## src/rtl/uxv_pkg.sv

```systemverilog
// Shared types, constants and helper functions for the UTF-8 / XML scalar validator.
// Used by uxv_step, the top level and the port checker; depends on nothing else.
`timescale 1ns / 1ps

package uxv_pkg;

    // Width of the byte offset counters.
    localparam int OFFSET_BITS = 48;
    // Width of the reported position field.
    localparam int POS_BITS    = 48;
    localparam int CP_BITS     = 21;
    localparam int MIN_BITS    = 17;

    localparam logic [OFFSET_BITS-1:0] OFF_MAX = {OFFSET_BITS{1'b1}};

    // Result status codes.
    localparam logic [2:0] ST_SCALAR    = 3'd0;
    localparam logic [2:0] ST_MALFORMED = 3'd1;
    localparam logic [2:0] ST_LIMIT     = 3'd2;
    localparam logic [2:0] ST_AFTER_END = 3'd3;
    localparam logic [2:0] ST_END_OK    = 3'd4;

    // Input mode codes.
    localparam logic MODE_DATA = 1'b0;
    localparam logic MODE_END  = 1'b1;

    // Smallest legal value for each multi-byte sequence length.
    localparam logic [MIN_BITS-1:0] MIN_TWO   = 17'h00080;
    localparam logic [MIN_BITS-1:0] MIN_THREE = 17'h00800;
    localparam logic [MIN_BITS-1:0] MIN_FOUR  = 17'h10000;

    // Decoder state carried from one byte to the next.
    typedef struct packed {
        logic [CP_BITS-1:0]     partial_value;
        logic [MIN_BITS-1:0]    minimum_value;
        logic [1:0]             bytes_remaining;
        logic [OFFSET_BITS-1:0] sequence_start;
        logic [OFFSET_BITS-1:0] byte_count;
        logic                   ended;
        logic                   failed;
        logic [2:0]             error_code;
        logic [OFFSET_BITS-1:0] error_position;
    } state_t;

    // One result item.
    typedef struct packed {
        logic [2:0]          status;
        logic [CP_BITS-1:0]  code_point;
        logic [POS_BITS-1:0] position;
    } result_t;

    // True for a value that XML allows as a character.
    function automatic logic xml_scalar_ok(input logic [CP_BITS-1:0] v);
        return v inside {21'h09, 21'h0A, 21'h0D, [21'h20:21'hD7FF],
                         [21'hE000:21'hFFFD], [21'h10000:21'h10FFFF]};
    endfunction

    // Fit an offset into the position field, truncating or zero-extending.
    function automatic logic [POS_BITS-1:0] off_to_pos(input logic [OFFSET_BITS-1:0] off);
        logic [63:0] wide;
        wide = 64'(off);
        return wide[POS_BITS-1:0];
    endfunction

endpackage

```

## src/rtl/utf8_xml_scalar_validator.sv

```systemverilog
// A result is registered and valid in the cycle after the request that causes it is accepted.
// Throughput: one byte or end request per cycle; the single output register sets the rate,
// and input stall rises only while that register holds a result the sink has stalled.
// Reset (rst_n low, asynchronous) clears the decoder state, the sticky error and the
// output valid; the block accepts requests in the first cycle after reset is released.
// Depends on uxv_pkg and uxv_step.
`timescale 1ns / 1ps

module utf8_xml_scalar_validator (
    input  logic                         clk,
    input  logic                         rst_n,
    input  logic                         in_valid,
    output logic                         in_stall,
    input  logic                         mode,
    input  logic [7:0]                   data_byte,
    output logic                         out_valid,
    input  logic                         out_stall,
    output logic [2:0]                   status,
    output logic [uxv_pkg::CP_BITS-1:0]  code_point,
    output logic [uxv_pkg::POS_BITS-1:0] position
);
    import uxv_pkg::*;

    state_t  state_reg;
    state_t  state_next;
    result_t step_res;
    logic    step_valid;
    logic    accept;
    logic    out_valid_reg;
    logic    out_valid_next;
    result_t out_res_reg;

    // Request handshake: hold off only while a stalled result occupies the output.
    assign in_stall = out_valid_reg && out_stall;
    assign accept   = in_valid && !in_stall;

    uxv_step u_step (
        .cur       (state_reg),
        .mode      (mode),
        .data_byte (data_byte),
        .nxt       (state_next),
        .res_valid (step_valid),
        .res       (step_res)
    );

    // Decoder state advances on every accepted request.
    always_ff @(posedge clk or negedge rst_n)
    begin
        if (!rst_n)
            state_reg <= '0;
        else if (accept)
            state_reg <= state_next;
    end

    // Output register valid: load on accept, drain when the sink takes it.
    always_comb
    begin
        if (accept)
            out_valid_next = step_valid;
        else if (out_stall)
            out_valid_next = out_valid_reg;
        else
            out_valid_next = 1'b0;
    end

    always_ff @(posedge clk or negedge rst_n)
    begin
        if (!rst_n)
            out_valid_reg <= 1'b0;
        else
            out_valid_reg <= out_valid_next;
    end

    // Output payload.
    always_ff @(posedge clk)
    begin
        if (accept && step_valid)
            out_res_reg <= step_res;
    end

    assign out_valid  = out_valid_reg;
    assign status     = out_res_reg.status;
    assign code_point = out_res_reg.code_point;
    assign position   = out_res_reg.position;

endmodule

```

## src/rtl/uxv_step.sv

```systemverilog
// Combinational next-state and result logic for one input request of the validator.
// Depends on uxv_pkg for the state and result types and the status codes.
`timescale 1ns / 1ps

module uxv_step (
    input  uxv_pkg::state_t  cur,
    input  logic             mode,
    input  logic [7:0]       data_byte,
    output uxv_pkg::state_t  nxt,
    output logic             res_valid,
    output uxv_pkg::result_t res
);
    import uxv_pkg::*;

    logic [OFFSET_BITS-1:0] here;
    logic [CP_BITS-1:0]     pv_shift;
    logic [1:0]             br_dec;

    // Continuation byte merged into the open sequence.
    assign here     = cur.byte_count;
    assign pv_shift = {cur.partial_value[CP_BITS-7:0], data_byte[5:0]};
    assign br_dec   = cur.bytes_remaining - 2'd1;

    // One decode step; an error makes the state sticky.
    always_comb
    begin
        nxt       = cur;
        res_valid = 1'b0;
        res       = '0;
        if (cur.failed)
        begin
            res_valid = 1'b1;
            res       = '{cur.error_code, '0, off_to_pos(cur.error_position)};
        end
        else if (mode == MODE_END)
        begin
            res_valid = 1'b1;
            if (cur.bytes_remaining != 2'd0)
            begin
                nxt.failed         = 1'b1;
                nxt.error_code     = ST_MALFORMED;
                nxt.error_position = cur.sequence_start;
                res = '{ST_MALFORMED, '0, off_to_pos(cur.sequence_start)};
            end
            else
            begin
                nxt.ended = 1'b1;
                res       = '{ST_END_OK, '0, off_to_pos(cur.byte_count)};
            end
        end
        else if (cur.ended || cur.byte_count == OFF_MAX)
        begin
            res_valid          = 1'b1;
            nxt.failed         = 1'b1;
            nxt.error_code     = cur.ended ? ST_AFTER_END : ST_LIMIT;
            nxt.error_position = cur.byte_count;
            res = '{nxt.error_code, '0, off_to_pos(cur.byte_count)};
        end
        else
        begin
            nxt.byte_count = cur.byte_count + OFFSET_BITS'(1);
            if (cur.bytes_remaining == 2'd0)
            begin
                // Lead byte or single-byte character.
                if (!data_byte[7])
                begin
                    res_valid = 1'b1;
                    if (!xml_scalar_ok(CP_BITS'(data_byte)))
                    begin
                        nxt.failed         = 1'b1;
                        nxt.error_code     = ST_MALFORMED;
                        nxt.error_position = here;
                        res = '{ST_MALFORMED, '0, off_to_pos(here)};
                    end
                    else
                    begin
                        res = '{ST_SCALAR, CP_BITS'(data_byte), off_to_pos(here)};
                    end
                end
                else
                begin
                    nxt.sequence_start = here;
                    if ((data_byte & 8'hE0) == 8'hC0)
                    begin
                        nxt.partial_value   = CP_BITS'(data_byte[4:0]);
                        nxt.minimum_value   = MIN_TWO;
                        nxt.bytes_remaining = 2'd1;
                    end
                    else if ((data_byte & 8'hF0) == 8'hE0)
                    begin
                        nxt.partial_value   = CP_BITS'(data_byte[3:0]);
                        nxt.minimum_value   = MIN_THREE;
                        nxt.bytes_remaining = 2'd2;
                    end
                    else if ((data_byte & 8'hF8) == 8'hF0)
                    begin
                        nxt.partial_value   = CP_BITS'(data_byte[2:0]);
                        nxt.minimum_value   = MIN_FOUR;
                        nxt.bytes_remaining = 2'd3;
                    end
                    else
                    begin
                        res_valid          = 1'b1;
                        nxt.failed         = 1'b1;
                        nxt.error_code     = ST_MALFORMED;
                        nxt.error_position = here;
                        res = '{ST_MALFORMED, '0, off_to_pos(here)};
                    end
                end
            end
            else if (data_byte[7:6] != 2'b10)
            begin
                // Expected a continuation byte.
                res_valid          = 1'b1;
                nxt.failed         = 1'b1;
                nxt.error_code     = ST_MALFORMED;
                nxt.error_position = here;
                res = '{ST_MALFORMED, '0, off_to_pos(here)};
            end
            else
            begin
                nxt.partial_value   = pv_shift;
                nxt.bytes_remaining = br_dec;
                if (br_dec == 2'd0)
                begin
                    // Sequence complete: check overlong form and XML range.
                    res_valid = 1'b1;
                    if (pv_shift < CP_BITS'(cur.minimum_value) || !xml_scalar_ok(pv_shift))
                    begin
                        nxt.failed         = 1'b1;
                        nxt.error_code     = ST_MALFORMED;
                        nxt.error_position = cur.sequence_start;
                        res = '{ST_MALFORMED, '0, off_to_pos(cur.sequence_start)};
                    end
                    else
                    begin
                        res = '{ST_SCALAR, pv_shift, off_to_pos(cur.sequence_start)};
                    end
                end
            end
        end
    end

endmodule

```

## config.mk

```make
export PLATFORM = sky130hd
export DESIGN_NAME = utf8_xml_scalar_validator
export DESIGN_NICKNAME = d
export VERILOG_FILES = /design/src/rtl/uxv_pkg.sv /design/src/rtl/utf8_xml_scalar_validator.sv /design/src/rtl/uxv_step.sv
export SDC_FILE = /design/constraint.sdc
export NUM_CORES = 1
export LEC_CHECK = 0
export BUFFER_PORTS_ARGS = -buffer_cell sky130_fd_sc_hd__buf_2
export CAP_MARGIN = 20
export CORE_MARGIN = 4
export CORE_UTILIZATION = 40
export CTS_BUF_LIST = sky130_fd_sc_hd__clkbuf_8
export DETAILED_ROUTE_END_ITERATION = 10
export PLACE_DENSITY_LB_ADDON = 0.25
export SYNTH_ARGS = -nofsm -noshare
export SYNTH_HDL_FRONTEND = slang
export SYNTH_SLANG_ARGS = --single-unit
```

## constraint.sdc

```tcl
create_clock -name clk -period 6 [get_ports clk]
set_clock_uncertainty 0.1 [all_clocks]
set_input_delay 0.9 -clock clk [delete_from_list [all_inputs] [get_ports clk]]
set_output_delay 0.9 -clock clk [all_outputs]
set_load 0.02 [all_outputs]
```

==> results.json, run 1 <==
{
  "wirelength_um": 30000,
  "largest_reg_flops": 168,
  "clk_pin_slew_ps": 60,
  "dr.pass1.iters": 10,
  "synth_area_um2": 12000,
  "cts_sinks": 241,
  "viasPerCell": 5.66,
  "cts_buffer_depth": 3,
  "synth_seq_cells": 241,
  "required_ps": 6320,
  "synth_top_cell_by_area": "dfrtp_1",
  "postCtsSetupBuffers": 0,
  "synth_edf_count": 72,
  "ant_nets": 0,
  "maxSlewViolCount": 0,
  "seqPwrFrac_pct": 50.6,
  "cp.arrival_ps": 4430,
  "setup_viol": 0,
  "ir_drop_uv": 153,
  "place_congestion": 0.805,
  "fmax_mhz": 243,
  "synthToLayoutAreaGrowth_pct": 12.8,
  "drive_gt1_share_pct": 23.8,
  "synth_top_cell_area_share_pct": 35.2,
  "period_needed_ps": 4110,
  "diodes": 0,
  "netlist_instances": 1058,
  "fin_crit_sh_pct": 68.5,
  "coreArea_um2": 29600,
  "dieHeight_um": 181,
  "drtIter0Drc": 814,
  "cts_buffers": 43,
  "status": "completed",
  "synth_area_leaders": "dfrtp_1 (35%), edfxtp_1 (18%), mux2_2 (7.1%)",
  "grt_max_degree": 81,
  "synth_cell_types": 70,
  "tns_ps": 0,
  "rsz0062_at_grt": "false",
  "holdWs_ps": 94.8,
  "setup.worst_path.end_class": "flip-flop",
  "portBuffers": 86,
  "slew_headroom_pct": 26.9,
  "synth_warnings": 0,
  "track_usage_pct": 18.3,
  "ys.flop_type": "dfrtp_1",
  "hold_buffers": 0,
  "worstPathMaxFanout": 53,
  "hpwl_um": 18300,
  "grt.overflow.total": 0,
  "clk-insertion-delay-late_ps": 540,
  "rows": 63,
  "cts_tree": "built",
  "drc_errors": 0,
  "routedWlPerCell_um": 19.5,
  "leakage_nw": 5.93,
  "critical_path_class": "reg -> reg",
  "grt_pass1_vias": 9052,
  "start_kind": "flip-flop",
  "hold_viol": 0,
  "io_pins": 87,
  "post-route-util_pct": 45.7,
  "sw_frac_of_total_pct": 23.4,
  "p_sw_mw": 0.801,
  "ys_async_sr_fraction_pct": 70.1,
  "syn_nets": 1074,
  "p_int_mw": 2.62,
  "cts-htree-levels": 2,
  "antenna_found_initial": 0,
  "die_x_um": 181,
  "post_cts_resized": 0,
  "synth.most_common_cell": "dfrtp_1",
  "syn-mean-instance-area_um2": 11.4,
  "pwr-share-clk_pct": 44.7,
  "hp-class": "in -> async",
  "worst_pin_slew_ps": 1100,
  "maxCapViolations": 0,
  "fin_nets": 1130,
  "cts-root-buf": "clkbuf_8",
  "start_util_pct": 40.5,
  "vias": 8702,
  "p_per_area_nw_per_um2": 252,
  "combinationalPowerShare_pct": 4.7,
  "grt_pass1_wl_um": 50000,
  "ys_top_cells_by_count": "dfrtp_1 (169), nand2_1 (120), mux2_2 (76), edfxtp_1 (72), inv_1 (54)",
  "dieArea_um2": 32900,
  "ys_seq_area_share_pct": 53.2
}
-- worst paths after layout --
kind,startpoint,end,slack (ps),cells after the start
max,state_reg[53],state_reg[11],1890,9
min,rst_n,state_reg[25],90,1
max in group asynchronous,rst_n,state_reg[51],4490,2
min in group clk,state_reg[158],state_reg[158],400,1
max reg2reg,state_reg[53],state_reg[11],1890,9
min reg2reg,state_reg[158],state_reg[158],400,1
-- cell families after synthesis --
kind of cell	Yosys count	synth area share (%)
and+or+nand+nor	281	11.8
DFF	241	53.2
AOI/OAI and AO/OA	235	15.5
buffers and inverters	146	5.80
muxes	105	10.0
xor gates and xnor gates	47	3.43
adders and majority gates	3	0.312
-- power groups by stage --
| stage | Sequential [mW] | Clock, mW | Combinational [mW] |
|---|---|---|---|
| after floorplan | 1.80 | 0 | 0.0500 |
| after global placement | 1.76 | 0 | 0.160 |
| after detailed placement | 1.76 | 0 | 0.161 |
| after CTS | 1.73 | 1.58 | 0.161 |
| after global routing | 1.73 | 1.66 | 0.177 |
| final | 1.73 | 1.53 | 0.161 |
-- per-stage QoR --
step | setup WS (ps) | cells | power, mW | area [um^2]
after global routing | 1540 | 1537 | 3.57 | 13600
after floorplan | 278 | 1058 | 1.85 | 12000
after global placement | 1910 | 1455 | 1.92 | 12600
after CTS | 1860 | 1533 | 3.48 | 13500
final | 1890 | 1537 | 3.42 | 13600
after detailed placement | 1870 | 1455 | 1.92 | 12600
-- critical path: stages (launching register included) --
cell	delay (ps)
dfrtp_1	530
ha_1	260
nand3_1	120
nor4_1	440
nand4_2	370
nand2_2	160
buf_4	630
nand3_1	270
nand2_4	680
mux2_2	420
-- cell type report --
class	count	area (um^2)
Clock buffer	58	798
Sequential cell	241	6390
Fill cell	2822	16100
Timing Repair Buffer	103	624
Inverter	54	203
Multi-Input combinational cell	671	4970
Clock inverter	20	77.6
Tap cell	390	488
-- layout by cell type (no fill, tap or decap), types with 20 or more instances in the layout --
| cell type | count |
|---|---|
| a222oi_1 | 34 |
| a22oi_1 | 49 |
| and2_1 | 26 |
| buf_2 | 85 |
| clkbuf_8 | 58 |
| dfrtp_1 | 168 |
| edfxtp_1 | 72 |
| inv_1 | 72 |
| mux2_2 | 76 |
| nand2_1 | 120 |
| nand3_1 | 23 |
| nand4_1 | 20 |
| nor2_1 | 30 |
| o21ai_0 | 26 |
| o31ai_1 | 48 |
| xnor2_1 | 39 |
-- layer usage --
metal / share of wire (%) / vias to the layer above / global-route usage [%]
li1: - / 4061 / -
met1: 46 / 4362 / 25.6
met2: 46 / 233 / 29.2
met3: 5.6 / 46 / 3.36
met4: 2.1 / 0 / 5.46
met5: 0 / - / 0
No activity file was read; power rests on OpenSTA's default activity.
==> run 2, diff against run 1 <==
==> constraint.sdc (replaced) <==
create_clock -name clk -period 3.3 [get_ports clk]
set_clock_uncertainty 0.1 [all_clocks]
set_input_delay 0.495 -clock clk [delete_from_list [all_inputs] [get_ports clk]]
set_output_delay 0.495 -clock clk [all_outputs]
set_load 0.02 [all_outputs]
==> results.json, run 2 (synthesis results as in run 1) <==
{
  "clk_pin_slew_ps": 60,
  "reg2reg_depth": 9,
  "cp.arrival_ps": 3260,
  "period_needed_ps": 3100,
  "fin_cells": 1574,
  "cts_buffers": 43,
  "dieArea_um2": 32900,
  "start_kind": "flip-flop",
  "largest_reg_flops": 168,
  "critical_path_class": "reg -> reg",
  "coreArea_um2": 29600,
  "slew_headroom_pct": 44.8,
  "grt_pass1_vias": 9163,
  "most-common-layout-cells": "dfrtp_1 (168), nand2_1 (120), buf_2 (85)",
  "post_cts_resized": 0,
  "drc_errors": 0,
  "maxSlewViolCount": 0,
  "portBuffers": 86,
  "fin_nets": 1167,
  "setup.worst_path.end_class": "flip-flop",
  "cp_slowest_stage_delay_ps": 500,
  "rows": 63,
  "r2r-end": "position[23]",
  "dr.pass1.iters": 8,
  "holdPathEnd": "state_reg[168]",
  "hp-class": "in -> reg",
  "dp.cells": 1495,
  "drtIter0Drc": 745,
  "track_usage_pct": 18.7,
  "leakage_nw": 6.15,
  "cts-root-buf": "clkbuf_8",
  "io_pins": 87,
  "grt_pass1_wl_um": 50600,
  "diodes": 0,
  "worst_pin_slew_ps": 826,
  "required_ps": 3470,
  "whs_path_depth": 3,
  "multi_input_area_um2": 4970,
  "setup_viol": 0,
  "viasPerCell": 5.67,
  "cts_sinks": 241,
  "ff_latch_area_um2": 6390,
  "ant_nets": 0,
  "critical_path.cell_chain": "nand4_1 > nor4_1 > buf_4 > nand4_2 > nand2_2 > o32ai_4 > buf_12 > a222oi_1 > inv_1",
  "cts_tree": "built",
  "die_x_um": 181,
  "start_util_pct": 40.5,
  "worstPathMaxFanout": 34,
  "hold_start": "data_byte[0]",
  "mostFrequentLayoutCell": "dfrtp_1",
  "cts_buffer_depth": 3,
  "routedWlPerCell_um": 19.7,
  "worst-path-buf-inv": 3,
  "design_area_um2": 14000,
  "place_area_um2": 13000,
  "p_per_area_nw_per_um2": 460,
  "r2r_slack_ps": 200,
  "wirelength_um": 31000,
  "ir_drop_uv": 244,
  "critPathTopFamily": "simple AND/OR/NAND/NOR gates",
  "tns_ps": 0,
  "antenna_found_initial": 0,
  "synthToLayoutAreaGrowth_pct": 16.2,
  "fillers": 2817,
  "place_congestion": 0.819,
  "grt.overflow.total": 0,
  "cts-htree-levels": 2,
  "status": "completed",
  "fin_crit_sh_pct": 93.9,
  "drive_gt1_share_pct": 26.3,
  "grt_max_degree": 77,
  "hold_viol": 0,
  "r2r-start": "state_reg[86]",
  "rsz0062_at_grt": "false",
  "dieHeight_um": 181,
  "hpwl_um": 19100,
  "slowest_stage": "nor4_1",
  "vias": 8924,
  "maxCapViolations": 0,
  "fmax_mhz": 323,
  "clk-insertion-delay-late_ps": 540
}
## run 2: metal layers
layer	track usage [%]	vias up	part of all wire [%]
met5	0	-	0
met4	5.28	0	1.7
met3	3.14	41	5.3
met2	30.3	272	47
met1	26.1	4476	46
li1	-	4135	-
## run 2: worst max path at each step
stage / startpoint / endpoint / slack, ps / cells past startpoint
global route: state_reg[86] / position[23] / 50 / 9
floorplan: state_reg[54] / code_point[0] / 4 / 7
finish: state_reg[86] / position[23] / 200 / 9
global placement: state_reg[86] / position[23] / 240 / 9
detailed placement: state_reg[86] / position[25] / 220 / 9
CTS: state_reg[86] / position[25] / 200 / 9
## run 2: final cells by class
type	count	share of cell area, %
Clock buffer	59	5.81
Clock inverter	19	0.896
Inverter	54	1.45
Multi-Input combinational cell	671	35.6
Sequential cell	241	45.8
Tap cell	390	3.49
Timing Repair Buffer	140	6.94
## run 2: power breakdown
group	internal [mW]	switching, mW
clock	1.74	1.23
combinational	0.0819	0.224
sequential	3.13	0.0154
## run 2: repair_timing
| item | CTS | global route |
|---|---|---|
| buffers inserted | 0 | 0 |
| hold buffers | 1 | 0 |
| endpoints found under the hold margin | 72 | 0 |
## run 2: tightest hold or removal path: stages
cell and delay (ps):
buf_2 120, nand2_1 50, o21ai_0 60
## run 2: metrics by stage
stage	hold slack (ps)	power, mW	setup WS (ps)	utilization (%)
global placement	364	3.52	240	43.9
detailed placement	370	3.52	219	43.9
global route	138	6.68	46.4	47.1
floorplan	99.4	3.36	3.85	-
CTS	97.1	6.52	205	47.1
finish	133	6.42	203	47.1
==> run 3, diff against run 2 <==
--- a/config.mk
+++ b/config.mk
@@ -5,6 +5,7 @@
 export SDC_FILE = /design/constraint.sdc
 export NUM_CORES = 1
 export LEC_CHECK = 0
+export ABC_AREA = 1
 export BUFFER_PORTS_ARGS = -buffer_cell sky130_fd_sc_hd__buf_2
 export CAP_MARGIN = 20
 export CORE_MARGIN = 4
==> results.json, run 3 <==
{
  "critical_path.cell_chain": "nand2_1 > nor2_1 > nand2b_1 > nor2_1 > nand2_1 > nor2_2 > nor2_1 > nand2_1 > o21ai_0 > clkinvlp_4 > buf_12",
  "synth_edf_count": 72,
  "cts-root-buf": "clkbuf_8",
  "most-common-layout-cells": "nand2_1 (758), inv_1 (264), nor2_1 (220)",
  "fin_ws_ps": 360,
  "clk_pin_slew_ps": 60,
  "setup_viol": 0,
  "synth_cell_types": 37,
  "period_needed_ps": 2940,
  "rows": 70,
  "maxCapViolations": 0,
  "hold_viol": 0,
  "slew_headroom_pct": 44.8,
  "syn-mean-instance-area_um2": 6.87,
  "fin_crit_sh_pct": 89.1,
  "ys_seq_area_share_pct": 42.6,
  "p_total_mw": 6.56,
  "netlist_instances": 2184,
  "fin_cells": 2746,
  "status": "completed",
  "mostFrequentLayoutCell": "nand2_1",
  "synth_area_leaders": "dfrtp_1 (28%), nand2_1 (19%), edfxtp_1 (14%)",
  "dp.cells": 2661,
  "dr.pass1.iters": 6,
  "synth_warnings": 0,
  "reg2reg_depth": 11,
  "portBuffers": 86,
  "coreArea_um2": 36800,
  "synth_top_cell_area_share_pct": 28.2,
  "worstPathMaxFanout": 72,
  "cts_buffers": 46,
  "io_pins": 87,
  "cts_buffer_depth": 3,
  "dieArea_um2": 40700,
  "maxSlewViolCount": 0,
  "wirelength_um": 49300,
  "place_congestion": 0.944,
  "track_usage_pct": 23.9,
  "ys_async_sr_fraction_pct": 70.1,
  "grt_pass1_vias": 14400,
  "largest_reg_flops": 168,
  "drive_gt1_share_pct": 10.6,
  "syn_nets": 2200,
  "cts_tree": "built",
  "synth_area_um2": 15000,
  "whs_path_depth": 3,
  "drc_errors": 0,
  "ir_drop_uv": 197,
  "tns_ps": 0,
  "dieHeight_um": 202,
  "cts_sinks": 241,
  "vias": 14700,
  "ys.flop_type": "dfrtp_1",
  "diodes": 0,
  "design_area_um2": 16800,
  "postCtsSetupBuffers": 0,
  "fillers": 3772,
  "required_ps": 3440,
  "start_kind": "flip-flop",
  "synthToLayoutAreaGrowth_pct": 12.0,
  "hp-class": "in -> reg",
  "start_util_pct": 40.8,
  "ant_nets": 0,
  "cp.arrival_ps": 3080,
  "cts-htree-levels": 2,
  "synth_seq_cells": 241,
  "p_per_area_nw_per_um2": 391,
  "grt.overflow.total": 0,
  "fin_nets": 2258,
  "hpwl_um": 31200,
  "grt_pass1_wl_um": 78500,
  "routedWlPerCell_um": 18.0,
  "drtIter0Drc": 1355,
  "critical_path_class": "reg -> reg",
  "fmax_mhz": 340,
  "synth.most_common_cell": "nand2_1",
  "die_x_um": 202,
  "post_cts_resized": 0,
  "grt_max_degree": 97,
  "ys_top_cells_by_count": "nand2_1 (759), inv_1 (255), nor2_1 (221), dfrtp_1 (169), nand3_1 (125)",
  "rsz0062_at_grt": "false",
  "place_area_um2": 15900,
  "cp_slowest_stage_delay_ps": 480,
  "clk-insertion-delay-late_ps": 610,
  "hold_buffers": 1,
  "pre_cts_slack_ps": 396,
  "antenna_found_initial": 1,
  "setup.worst_path.end_class": "flip-flop",
  "leakage_nw": 8.09,
  "viasPerCell": 5.37,
  "slowest_stage": "dfrtp_1",
  "worst_pin_slew_ps": 829,
  "synth_top_cell_by_area": "dfrtp_1"
}
-- run 3: changes by cell type in the layout (fill, tap and decap cells not counted), sizes merged, moves of 30 or more --
cell,delta
nand2,+640
a21oi,+65
nor3,+30
mux2,-95
o21ai,+127
nor2,+198
inv,+216
a222oi,-34
a22oi,-49
xor2,+33
o22ai,+43
nand3,+101
xnor2,-39
o31ai,-47
-- run 3: critical path: cells and delay by family (launching register included) --
| family | cells | cell delay, ps |
|---|---|---|
| compound gates | 1 | 210 |
| buf+inv | 2 | 520 |
| simple gates | 8 | 1240 |
| flops | 1 | 480 |
-- run 3: per-stage QoR --
| step | utilization (%) | hold WS, ps |
|---|---|---|
| floorplan | - | 99.4 |
| global placement | 43.2 | 362 |
| detailed placement | 43.2 | 365 |
| CTS | 45.6 | 19.4 |
| global route | 45.6 | 67.1 |
| finish | 45.6 | 70.0 |
-- run 3: path summary, 6_finish.rpt --
check,slack [ps],startpoint,endpoint
max reg2reg,360,state_reg[81],position[26]
max in group asynchronous,1850,rst_n,state_reg[87]
min reg2reg,380,state_reg[4],state_reg[4]
min,70,out_stall,out_valid
min in group asynchronous,330,rst_n,state_reg[174]
max,360,state_reg[81],position[26]
-- run 3: power by group --
part	switching [mW]	internal (mW)	leakage (nW)
logic	0.340	0.122	5.05
clock network	1.36	1.55	0.496
registers	0.0257	3.16	2.54
total	1.73	4.83	8.09
-- run 3: layer usage --
metal	wire length (um)	up-vias	GRT usage [%]
li1	-	7074	-
met1	21700	6909	32.5
met2	22200	624	38.1
met3	3800	128	4.48
met4	1630	0	9.20
met5	0	-	0
-- run 3: cell families (layout without fill, tap and decap cells) --
logic type      count (synthesis)  in the layout  synth area share (%)
fa+ha+maj                       3              3                 0.250
xor+xnor                       41             41                  2.39
buf+inv                       400            494                  11.0
compound gates                310            310                  11.5
simple gates                 1189           1189                  32.2
flops                         241            241                  42.6
-- run 3: layout make-up --
cell class                      count  area, um^2  share of cell area [%]
Multi-Input combinational cell   1543        6990                    41.6
Inverter                          272        1020                    6.10
Clock buffer                       53         729                    4.34
Clock inverter                     31         164                   0.976
Tap cell                          468         586                    3.49
Sequential cell                   241        6390                    38.1
Timing Repair Buffer              138         905                    5.39
